[src/sv/sobel_pkg.sv]
// shared constants, types and register codes for the sobel edge magnitude block
package sobel_pkg;

    localparam int MAX_WIDTH    = 1024;
    localparam int PIXEL_BITS   = 8;
    localparam int HEIGHT_LIMIT = 1024;
    localparam int MIN_SIZE     = 3;

    localparam int PIX_W  = 8;                       // pixel port width
    localparam int CFG_W  = 11;                      // width / height register width
    localparam int ADDR_W = $clog2(MAX_WIDTH);       // column counter and line buffer address
    localparam int ROW_W  = $clog2(HEIGHT_LIMIT);    // row counter
    localparam int MAG_W  = 11;                      // edge magnitude width
    localparam int SUM_W  = PIXEL_BITS + 2;          // weighted 1,2,1 sum

    // apb register map, index taken from paddr[2]
    typedef enum logic
    {
        REG_IMAGE_WIDTH  = 1'b0,
        REG_IMAGE_HEIGHT = 1'b1
    } reg_idx_t;

    // per-request position flags from the raster counters
    typedef struct packed
    {
        logic inner;
        logic last;
    } pos_t;

endpackage

[src/sv/sobel_raster_cnt.sv]
// raster column and row counters with border and frame end decode
module sobel_raster_cnt
(
    input  logic                         clk,
    input  logic                         rst_n,
    input  logic                         step,
    input  logic                         frame_start,
    input  logic [sobel_pkg::CFG_W-1:0]  image_width,
    input  logic [sobel_pkg::CFG_W-1:0]  image_height,
    output logic [sobel_pkg::ADDR_W-1:0] col_idx,
    output sobel_pkg::pos_t              pos
);
    import sobel_pkg::*;

    logic [ADDR_W-1:0] col_reg;
    logic [ADDR_W-1:0] col_next;
    logic [ROW_W-1:0]  row_reg;
    logic [ROW_W-1:0]  row_next;
    logic [ADDR_W-1:0] col_cur;
    logic [ROW_W-1:0]  row_cur;
    logic [CFG_W-1:0]  w_sat;
    logic [CFG_W-1:0]  h_sat;
    logic [CFG_W-1:0]  w_m1;
    logic [CFG_W-1:0]  h_m1;
    logic              last_col;
    logic              last_row;

    // saturate sizes to the supported range
    always_comb
    begin
        if (image_width < CFG_W'(MIN_SIZE))
            w_sat = CFG_W'(MIN_SIZE);
        else if (image_width > CFG_W'(MAX_WIDTH))
            w_sat = CFG_W'(MAX_WIDTH);
        else
            w_sat = image_width;

        if (image_height < CFG_W'(MIN_SIZE))
            h_sat = CFG_W'(MIN_SIZE);
        else if (image_height > CFG_W'(HEIGHT_LIMIT))
            h_sat = CFG_W'(HEIGHT_LIMIT);
        else
            h_sat = image_height;
    end

    assign w_m1 = w_sat - CFG_W'(1);
    assign h_m1 = h_sat - CFG_W'(1);

    assign col_cur = frame_start ? '0 : col_reg;
    assign row_cur = frame_start ? '0 : row_reg;

    assign last_col = CFG_W'(col_cur) >= w_m1;
    assign last_row = CFG_W'(row_cur) >= h_m1;

    assign col_idx   = col_cur;
    assign pos.inner = (row_cur >= ROW_W'(2)) && (col_cur >= ADDR_W'(2))
                    && (CFG_W'(row_cur) <= h_m1) && (CFG_W'(col_cur) <= w_m1);
    assign pos.last  = last_col && last_row;

    always_comb
    begin
        col_next = col_reg;
        row_next = row_reg;
        if (step)
        begin
            if (last_col)
            begin
                col_next = '0;
                row_next = last_row ? '0 : row_cur + ROW_W'(1);
            end
            else
            begin
                col_next = col_cur + ADDR_W'(1);
                row_next = row_cur;
            end
        end
    end

    always_ff @(posedge clk or negedge rst_n)
    begin
        if (!rst_n)
        begin
            col_reg <= '0;
            row_reg <= '0;
        end
        else
        begin
            col_reg <= col_next;
            row_reg <= row_next;
        end
    end

endmodule

[config.mk]
export PLATFORM = sky130hd
export DESIGN_NAME = sobel_raster_cnt
export DESIGN_NICKNAME = d
export VERILOG_FILES = /design/src/sv/sobel_pkg.sv /design/src/sv/sobel_raster_cnt.sv
export SDC_FILE = /design/constraint.sdc
export NUM_CORES = 1
export LEC_CHECK = 0
export BUFFER_PORTS_ARGS = -buffer_cell sky130_fd_sc_hd__buf_2
export CAP_MARGIN = 20
export CORE_ASPECT_RATIO = 1.5
export CORE_MARGIN = 4
export CORE_UTILIZATION = 60
export CTS_BUF_LIST = sky130_fd_sc_hd__clkbuf_8
export CTS_CLUSTER_DIAMETER = 120
export DETAILED_ROUTE_END_ITERATION = 7
export HOLD_SLACK_MARGIN = 0.15
export PLACE_DENSITY = 0.9
export SYNTH_ARGS = -nofsm -noshare
export SYNTH_HDL_FRONTEND = slang
export SYNTH_SLANG_ARGS = --single-unit
[constraint.sdc]
create_clock -name clk -period 8.8 [get_ports clk]
set_input_delay 0.44 -clock clk [delete_from_list [all_inputs] [get_ports clk]]
set_output_delay 0.44 -clock clk [all_outputs]
set_load 0.03 [all_outputs]
# == Yosys cells after proc, flatten, opt, wreduce, memory -nomap -nowiden ==
# Cells that the tools add are included.
# word_totals
input_bits,26
reg_bits,20
wordCells,29
output_inout_bits,12
# classes
reduce_logical,4
muxes,9
add_sub_neg,4
magnitude_cmp,10
# op_table
operator,count
$mux W10,5
$mux W11,4
$ge A10 B11 Y1,2
$gt A11 B11 Y1 const B,2
$le A10 B11 Y1,2
$lt A11 B2 Y1 const B,2
$sub A11 B1 Y11 const B,2
$add A10 B1 Y10 const B,2
$ge A10 B2 Y1 const B,2
$logic_and A1 B1 Y1,4

# == Depth between registers and ports, before layout ==
# logic_depth
ltp_word,7
depth_mapped,18
mapped_depth_nobuf,14

# == Least setup slack after synthesis ==
# No wires, ideal clock.
# synth_timing
path_type,input to output
startpoint,in image_width[5] (netlist name)
endpoint,out pos[1] (netlist name)
stages,15
path_slack_ns,4.332
path_buffers,2
t_arrival_ns,4.028
required_ns,8.360
path_cell_list,nor4_2 > and2_0 > clkbuf_1 > o21ai_0 > ha_1 > clkbuf_1 > nand3_1 > o21ai_0 > a21o_1 > ha_1 > a22o_1 > o41a_1 > nand2b_1 > a31oi_1 > a21boi_0
# synth_rtl
item,line_no,text
start: declaration,sobel_raster_cnt.sv:8,"input logic [sobel_pkg::CFG_W-1:0] image_width,"
end: declaration,sobel_raster_cnt.sv:11,output sobel_pkg::pos_t pos

==> results.toml <==
[status]
status = "finished, final reports clean"

[critical_path]
crit_type = "in -> out"
cp_slowest_stage_delay_ns = 0.48
startpoint_type = "input pin"
critPathTopFamily = "compound AO/OA/AOI/OAI gates"
critPathSlowestCell = "nor4_2"
crit_chain = "buf_2 -> nor4_2 -> and2_0 -> o21ai_0 -> ha_1 -> nand3_1 -> o21ai_0 -> a21o_1 -> ha_1 -> a22o_1 -> o41a_1 -> nand2b_1 -> a31oi_1 -> a21boi_0 -> buf_2"
crit_path_end_kind = "output port"
path_buf_inv = 2
required_ns = 8.36
crit_arrival_ns = 4.14
crit_fanout = 10

[grt]
antenna_found_initial = 0
grt_pass1_wl_um = 10290
grt_max_degree = 35
grt_pass1_vias = 2369
grt-ovfl-total = 0
grt_util_all_layers_pct = 25.14

[yosys]
synthXorXnorAreaFrac_pct = 2.908
synth_top_family_by_area = "simple AND/OR/NAND/NOR gates"
synth_nets = 365
yosys_warnings = 0
synthAdderAreaFrac_pct = 13.50
syn_area_per_cell_um2 = 7.699
synth_compound_area_share_pct = 25.18
ys.flop_type = "dfrtp_1"
synth_mux_area_share_pct = 0.4154
synth_area_um2 = 2410
synthSimpleGateAreaFrac_pct = 32.92
ys_ff_latch = 20
synth-seq-area-share_pct = 20.77
post_synth_num_cell_types = 53
synth-edff-count = 0
async_flop_share_pct = 100.0
syn_inst = 313

[pwr]
p_int_mw = 0.1878
combPwrFrac_pct = 27.8
power.leakage_nw = 1.207
peakVddDrop_mv = 0.1213
seq_power_share_pct = 38.1
power_density_nw_per_um2 = 103.3
p_clk_share_pct = 34.1
sw_frac_of_total_pct = 31.58
power.switching_mw = 0.08671

[layout]
seq_area_um2 = 500.5
antenna_cells = 0
nNetsFinal = 394
fillers = 350
multiInputGateArea_um2 = 1805
layout-drive-gt1-share_pct = 14.96
fin_cells = 386
synthToLayoutAreaGrowth_pct = 10.33

[clocking]
cts.path.max_buffers = 2
cts_tree = "built"
clk_pin_slew_ns = 0.08
cts_resized = 0
clock-sinks = 20
clock_tree.root_cell = "clkbuf_8"
htree_levels = 1
cts_inserted_buffers = 3
clk_latency_ns = 0.26

[timing]
drv_slew = 0
min_period_ns = 4.576
setup_viol = 0
worst_pin_slew_ns = 0.6694
tns_ns = 0
clock.fmax_ghz = 0.2185
rsz0062_at_grt = "false"
skew_ns = 0.003624
post-route-period-util_pct = 52.00
hold_viol = 0
max_slew_margin_pct = 55.37

[floorplanning]
start_util_pct = 61.42
core_um2 = 3924
io_pins = 38
die_w_um = 59.75
rows = 28
die_h_um = 85.62
die_area_um2 = 5115

[routing]
wl_per_cell_um = 15.85
finalWirelength_um = 6118
drtPass1Iterations = 5
ant_nets = 0
drc_errors = 0
drtIter0Drc = 130
vias = 2518
viasPerCell = 6.523

[place]
hpwl_um = 4741
io_buffers = 37
dp.cells = 381
gp_congestion = 0.8777

[min_path]
min_path_type = "reg -> reg"

[job]
maxCapViolCount = 0
[power groups by stage]
| stage | combinational [mW] | sequential (mW) | clock [mW] |
|---|---|---|---|
| after global routing | 0.0855 | 0.106 | 0.0970 |
| after global placement | 0.0725 | 0.106 | 0 |
| final | 0.0763 | 0.105 | 0.0936 |
| after detailed placement | 0.0755 | 0.106 | 0 |
| after floorplan | 0.0544 | 0.102 | 0 |
| after CTS | 0.0762 | 0.104 | 0.0937 |
[Yosys cell counts (all sizes together) (7+ instances only)]
master  number  area share, %
ha          26             13
nor2b       26            6.7
dfrtp       20             21
nand3       18            3.7
nor2        25            3.9
o21ai       21            4.4
a21o         8            2.5
xnor2        7            2.5
clkbuf      10            1.6
a21oi       20            4.3
inv          7            1.1
nand4        8            2.1
nand2b       9            2.3
nor3        13            2.7
nand2       24            3.7
[final timing paths]
kind / slack [ns] / cells after the start / endpoint / start
hold / removal: 0.53 / 1 / col_reg[9] / col_reg[9]
hold reg to reg: 0.53 / 1 / col_reg[9] / col_reg[9]
max in group asynchronous: 7.80 / 2 / col_reg[3] / rst_n
setup reg to reg: 6.02 / 8 / row_reg[0] / col_reg[2]
setup / recovery: 4.22 / 15 / pos[1] / image_width[5]
min in group asynchronous: 0.67 / 2 / col_reg[8] / rst_n
[area by class of cell]
type	count	area share, %
Sequential cell	20	18.82
Multi-Input combinational cell	271	67.91
Tap cell	45	2.118
Timing Repair Buffer	38	7.341
Clock inverter	1	1.129
Clock buffer	3	1.553
Inverter	8	1.129
[cells by family after synthesis]
logic type,Yosys count
buffers and inverters,22
adders and majority gates,26
muxes,1
xor gates and xnor gates,8
and+or+nand+nor,146
DFF,20
AOI/OAI and AO/OA,90
[cells in the final DEF (no fill, tap or decap), types with 7 or more instances in the layout]
cell	instances
buf_2	37
nor2b_1	26
ha_1	26
nor2_1	25
nand2_1	24
dfrtp_1	20
a21oi_1	19
nand3_1	18
o21ai_0	17
nor3_1	13
nand2b_1	9
a21o_1	8
nand4_1	8
xnor2_1	7
inv_1	7
[per-stage QoR]
stage               hold WS (ns)  worst slack [ns]  total power [mW]  util, %  cell area, um2
floorplan                 0.1444             4.332            0.1566        -            2410
global placement          0.4167             4.407            0.1782    65.69            2577
detailed placement        0.4262             4.250            0.1817    65.69            2577
CTS                       0.5214             4.238            0.2743    67.76            2659
global route              0.5436             3.963            0.2885    67.76            2659
finish                    0.5273             4.224            0.2746    67.76            2659
[per-layer routing]
metal	vias to the layer above	share of wire [%]	GRT usage [%]
met1	1196	39	29.57
met2	88	53	45.18
met3	16	4.8	2.259
li1	1218	-	-
met5	-	0	0
met4	0	2.9	9.879
[repair_timing]
action / in CTS / in global routing
endpoints found under the hold margin: 20 / 0
setup buffers: 0 / 0
hold buffers: 1 / 0
No activity file was read; power rests on OpenSTA's default activity.
