**config.mk**
```make
export PLATFORM = sky130hd
export DESIGN_NAME = sobel_window
export DESIGN_NICKNAME = d
export VERILOG_FILES = /design/src/sv/sobel_pkg.sv /design/src/sv/sobel_window.sv
export SDC_FILE = /design/constraint.sdc
export NUM_CORES = 1
export LEC_CHECK = 0
export BUFFER_PORTS_ARGS = -buffer_cell sky130_fd_sc_hd__buf_2
export CELL_PAD_IN_SITES_DETAIL_PLACEMENT = 2
export CELL_PAD_IN_SITES_GLOBAL_PLACEMENT = 2
export CORE_MARGIN = 2
export CORE_UTILIZATION = 41
export CTS_CLUSTER_DIAMETER = 40
export CTS_CLUSTER_SIZE = 30
export DETAILED_ROUTE_END_ITERATION = 10
export GPL_TIMING_DRIVEN = 0
export PLACE_DENSITY = 0.84
export SLEW_MARGIN = 10
export SYNTH_ARGS = -nofsm -noshare
export SYNTH_HDL_FRONTEND = slang
export SYNTH_SLANG_ARGS = --single-unit
export TNS_END_PERCENT = 10
```
**constraint.sdc**
```tcl
create_clock -name clk -period 7.7 [get_ports clk]
set_clock_uncertainty 0.15 [all_clocks]
set_input_delay 1.155 -clock clk [delete_from_list [all_inputs] [get_ports clk]]
set_output_delay 1.155 -clock clk [all_outputs]
set_load 0.03 [all_outputs]
```
**src/sv/sobel_pkg.sv**
```systemverilog
// shared constants, types and register codes for the sobel edge magnitude block
package sobel_pkg;

    localparam int MAX_WIDTH    = 1024;
    localparam int PIXEL_BITS   = 8;
    localparam int HEIGHT_LIMIT = 1024;
    localparam int MIN_SIZE     = 3;

    localparam int PIX_W  = 8;                       // pixel port width
    localparam int CFG_W  = 11;                      // width / height register width
    localparam int ADDR_W = $clog2(MAX_WIDTH);       // column counter and line buffer address
    localparam int ROW_W  = $clog2(HEIGHT_LIMIT);    // row counter
    localparam int MAG_W  = 11;                      // edge magnitude width
    localparam int SUM_W  = PIXEL_BITS + 2;          // weighted 1,2,1 sum

    // apb register map, index taken from paddr[2]
    typedef enum logic
    {
        REG_IMAGE_WIDTH  = 1'b0,
        REG_IMAGE_HEIGHT = 1'b1
    } reg_idx_t;

    // per-request position flags from the raster counters
    typedef struct packed
    {
        logic inner;
        logic last;
    } pos_t;

endpackage

```
**src/sv/sobel_window.sv**
```systemverilog
// 3x3 pixel window and l1 sobel gradient magnitude
module sobel_window
(
    input  logic                             clk,
    input  logic                             rst_n,
    input  logic                             shift_en,
    input  logic [sobel_pkg::PIXEL_BITS-1:0] col_top,
    input  logic [sobel_pkg::PIXEL_BITS-1:0] col_mid,
    input  logic [sobel_pkg::PIXEL_BITS-1:0] col_bot,
    input  logic                             inner,
    output logic [sobel_pkg::MAG_W-1:0]      mag
);
    import sobel_pkg::*;

    // layout row*3 + col, row 0 on top
    logic [PIXEL_BITS-1:0] win_reg  [9];
    logic [PIXEL_BITS-1:0] win_next [9];
    logic [SUM_W-1:0]      top_sum;
    logic [SUM_W-1:0]      bot_sum;
    logic [SUM_W-1:0]      lft_sum;
    logic [SUM_W-1:0]      rgt_sum;
    logic [SUM_W-1:0]      gy_abs;
    logic [SUM_W-1:0]      gx_abs;

    always_comb
    begin
        for (int k = 0; k < 3; k++)
        begin
            win_next[k*3 + 0] = win_reg[k*3 + 1];
            win_next[k*3 + 1] = win_reg[k*3 + 2];
        end
        win_next[2] = col_top;
        win_next[5] = col_mid;
        win_next[8] = col_bot;
    end

    assign top_sum = SUM_W'(win_next[0]) + {1'b0, win_next[1], 1'b0} + SUM_W'(win_next[2]);
    assign bot_sum = SUM_W'(win_next[6]) + {1'b0, win_next[7], 1'b0} + SUM_W'(win_next[8]);
    assign lft_sum = SUM_W'(win_next[0]) + {1'b0, win_next[3], 1'b0} + SUM_W'(win_next[6]);
    assign rgt_sum = SUM_W'(win_next[2]) + {1'b0, win_next[5], 1'b0} + SUM_W'(win_next[8]);

    assign gy_abs = (top_sum >= bot_sum) ? top_sum - bot_sum : bot_sum - top_sum;
    assign gx_abs = (lft_sum >= rgt_sum) ? lft_sum - rgt_sum : rgt_sum - lft_sum;

    assign mag = inner ? MAG_W'(gy_abs) + MAG_W'(gx_abs) : '0;

    always_ff @(posedge clk or negedge rst_n)
    begin
        if (!rst_n)
        begin
            for (int k = 0; k < 9; k++)
                win_reg[k] <= '0;
        end
        else if (shift_en)
        begin
            for (int k = 0; k < 9; k++)
                win_reg[k] <= win_next[k];
        end
    end

endmodule
```
# After elaboration in Yosys (flattened, before gate mapping)
# Cells that the tools add are included.
dict set report classes {
  addsub 13
  n_lt_le_gt_ge 2
  muxes 3
}
# cell n
set ops {}
lappend ops {{10-bit by 8-bit adder with 10-bit output} 4}
lappend ops {{8-bit by 9-bit adder with 10-bit output} 4}
lappend ops {{10-bit subtractor} 4}
lappend ops {{10-bit greater-or-equal comparator} 2}
lappend ops {{10-bit two-way mux} 2}
lappend ops {{10-bit by 10-bit adder with 11-bit output} 1}
lappend ops {{11-bit two-way mux} 1}
dict set report word_totals {
  reg_bits 48
  inputBits 28
  out_inout_bits 11
}

# Depth between registers and ports, before layout
dict set report logic_depth {
  depth_word 6
  depth_mapped 28
  mapped_depth_nobuf 26
}

# Least setup slack after synthesis
# No wires, ideal clock.
dict set report synth_path {
  path_kind {input to output}
  start {input port col_top[1] in the netlist's numbering}
  end {output port mag[10] in the netlist's numbering}
  arrival_time_ns 6.238
  required_time_ns 6.395
  setup_slack_ns 0.157
  path_stages 24
  path_buffers 1
  path_cell_list {inv_1 -> fa_1 -> inv_1 -> ha_1 -> fa_1 -> a21o_1 -> a21oi_1 -> o21ai_0 -> a21oi_1 -> xnor2_1 -> ha_1 -> buf_2 -> nand2_2 -> or3_4 -> a31oi_4 -> nor2_4 -> mux2_4 -> inv_2 -> fa_1 -> nor2b_1 -> o21ai_0 -> a21oi_1 -> o31ai_1 -> o21ai_0}
}
dict set report synth_via {
  elab_chain_len 6
  elab_cells_between_ends 13
  classes_between {add/sub: 8; order compare: 2; mux: 3}
}
# item line_no
set synth_rtl {}
lappend synth_rtl {{from (decl)} sobel_window.sv:7} ;# input logic [sobel_pkg::PIXEL_BITS-1:0] col_top,
lappend synth_rtl {{8-bit by 9-bit adder with 10-bit output} sobel_window.sv:40} ;# assign rgt_sum = SUM_W'(win_next[2]) + {1'b0, win_next[5], 1'b0} + SUM_W'(win_next[8]);
lappend synth_rtl {{10-bit by 8-bit adder with 10-bit output} sobel_window.sv:40}
lappend synth_rtl {{10-bit subtractor or 10-bit greater-or-equal comparator (tied branches)} sobel_window.sv:43} ;# assign gx_abs = (lft_sum >= rgt_sum) ? lft_sum - rgt_sum : rgt_sum - lft_sum;
lappend synth_rtl {{10-bit two-way mux} sobel_window.sv:43}
lappend synth_rtl {{10-bit by 10-bit adder with 11-bit output *} sobel_window.sv:45} ;# assign mag = inner ? MAG_W'(gy_abs) + MAG_W'(gx_abs) : '0;
lappend synth_rtl {{11-bit two-way mux *} sobel_window.sv:45}
lappend synth_rtl {{to (decl)} sobel_window.sv:11} ;# output logic [sobel_pkg::MAG_W-1:0] mag
# Every way passes the cells marked *; elsewhere a longest branch is shown, timed or not.

# Worst setup path in the final report
dict set report layout_path {
  start {input port col_top[1] in the netlist's numbering}
  end {output port mag[9] in the netlist's numbering}
}
# The elaborated chain is that of the path after synthesis.

==> impl_results.md <==
- PnR worst setup slack: -189 ps
- Count leader, synth: ha_1
- Antenna-violating nets left: 0
- Clock tree sinks: between 40 and 50
- Pins Over Slew Limit: 0
- Area delta synth->final: 20.1%
- Drt pass-1 iters: 4
- DP Wirelength: between 15000 and 20000 microns
- Fill count: 1430
- Unrepaired setup endpoints after global routing: yes
- Die span in y: 123 microns
- H-tree depth: 2
- CTS Root Cell: clkbuf_16
- Worst-path fanout max: 6
- CTS tree: done
- # DRC: 0
- Buffers plus inverters on the worst setup path: 8
- EDFF count, synth: 0
- Initial antenna violation count: 0
- Crit Path Class: primary input to output pin
- Final Wtd Congestion: between 0.8 and 0.9
- Starting Density: 42.0%
- Routed WL: about 21000 microns
- Ys async rst share: 100%
- Tmin final: a little under 8000 ps
- Mapped Nets: between 700 and 800
- Largest net degree at the start of global routing: 49
- Number of DRC markers in iteration 0: about 220
- Die width: 123 microns
- Overflow after GRT: 0
- Vias per Instance: 5.69
- Placed cell count: 814
- Violated checks: negative setup slack
- Maximum clock insertion buffer count: 2
- Final setup vio count: 5
- Synth Flop Type: dfrtp_1
- Via Count: 4895
- I/O pin cnt: 39
- Delay-heaviest family, CP: adder cells
- Dpl cell area: 0.00626 sq mm
- GR Util All Layers: 25.7%
- Yosys top cell area share: 20.5%
- Final Net Count: 828
- CORE AREA: 0.0139 sq mm
- Max frequency: 0.127 GHz
- Layout cells sized above 1: 28.4%
- Post-synthesis sequential area ratio: between 20% and 30%
- Tightest Pin Transition: 1120 ps
- Area leader, netlist: dfrtp_1
- Commonest cells post-synth: ha_1, inv_1, dfrtp_1
- Vias in the first global route: 5450
- Critical Path AT: 6580 ps
- Row count: 43
- Outcome: finished, violations left
- DIE AREA: roughly 0.015 sq mm
- Largest register FFs: between 40 and 50
- Crit path launch type: primary input
- First-pass GRT wire length: 29400 microns
- Later-pin clock latency in the skew report: roughly 300 ps
- Fin area: 0.00703 sq mm
- CTS clk-pin slew, worst paths: 70 ps
- Fin util: 50.4%
- Slowest-stage cell, CP: fa_1
- Post-Syn Area: 0.00585 sq mm
- Routed len/inst: 24.6 microns
- CTS Buf Count: 5
- HP Class: register to register
- Period Utilization, post-route: 102%
- Crit path capture type: output pin
- Library cells used by synthesis: 50
- Yosys warning count: 0
- WP data required: ~6400 ps
- Mapped Avg Cell Area: 9.80 sq um
- Synth area leaders: dfrtp_1, ha_1, fa_1
- Buffers on Ports: 37
- Max-Slew Margin vs Limit: 25.2%
- Hold Fails Final Rpt: 0
- Ant diodes: 0
- Max cap viols: 0
- Crit-path max cell delay: 480 ps
- Post-Layout Cell Count: 860
- Register bit total from synthesis: 48
- Cells after synthesis: 597
- Most used cell, CP: a21o_1
==> cell families after synthesis <==
group / Yosys count / share of synthesized area [%]
xor+xnor: 51 / 7.63
compound gates: 133 / 15.3
mux: 59 / 11.2
flops: 48 / 20.5
simple gates: 96 / 8.55
fa+ha+maj: 121 / 30.6
buf+inv: 89 / 6.11
==> per-stage QoR <==
step                      hold WS, ps  worst slack (ps)  TNS, ps
after floorplan                   299               157        0
after global placement            315              -557    -2490
after detailed placement          344              -915    -5300
after CTS                         359              -150     -638
after global routing              373              -439    -2360
final                             357              -189     -660
==> final cells by class <==
type | instances | area, sq um | area share (%)
Buffer | 15 | 85.1 | 1.21
Clock buffer | 7 | 143 | 2.03
Clock inverter | 1 | 7.51 | 0.107
Inverter | 73 | 284 | 4.04
Multi-Input combinational cell | 460 | 4550 | 64.8
Sequential cell | 48 | 1200 | 17.1
Tap cell | 180 | 225 | 3.20
Timing Repair Buffer | 76 | 531 | 7.55
==> repair_timing <==
action | in CTS | in global routing
gates resized for setup | 42 | 44
pin swaps | 27 | 45
hold buffers | 0 | 0
endpoints found under the setup margin | 9 | 7
buffers inserted | 12 | 28
==> cell usage in the layout, fill, tap and decap left out, types with 5 or more instances in the layout <==
master	netlist	final
mux2i_1	12	12
buf_2	4	30
a21oi_1	33	21
buf_4	3	43
xor2_1	25	24
a21oi_2	0	9
a21o_1	27	27
clkbuf_1	8	9
dfrtp_1	48	48
ha_1	84	76
clkbuf_16	0	5
mux2_2	44	44
buf_6	1	8
nand3_1	9	9
o21ai_0	24	20
xnor2_1	26	24
o211ai_1	6	6
and2_1	10	10
inv_1	71	65
inv_2	2	6
o21a_1	7	7
nand2_1	26	25
fa_1	37	34
nor2b_1	12	9
nand2b_1	8	8
a31oi_1	6	5
nor2_1	15	14
==> layer usage <==
metal	part of all wire, %	track usage [%]	up-vias
li1	-	-	2206
met1	40	29.5	2568
met2	55	49.3	83
met3	1.7	3.14	38
met4	2.9	7.46	0
met5	0	0	-
==> final timing paths <==
path	startpoint	to	depth (start not counted)	slack, ps
worst max-delay path	col_top[1]	mag[9]	30	-190
worst min-delay path	win_next[35]$_DFFE_PN0P_	win_next[43]$_DFFE_PN0P_	1	360
worst max register to register	win_next[14]$_DFFE_PN0P_	win_next[14]$_DFFE_PN0P_	1	6690
worst min register to register	win_next[35]$_DFFE_PN0P_	win_next[43]$_DFFE_PN0P_	1	360
max in group asynchronous	rst_n	win_next[63]$_DFFE_PN0P_	1	5790
min in group asynchronous	rst_n	win_next[56]$_DFFE_PN0P_	1	900
Power is left out: the tool's default activity adds up to more than one toggle a clock period on the data nets, which glitch-free logic cannot reach.
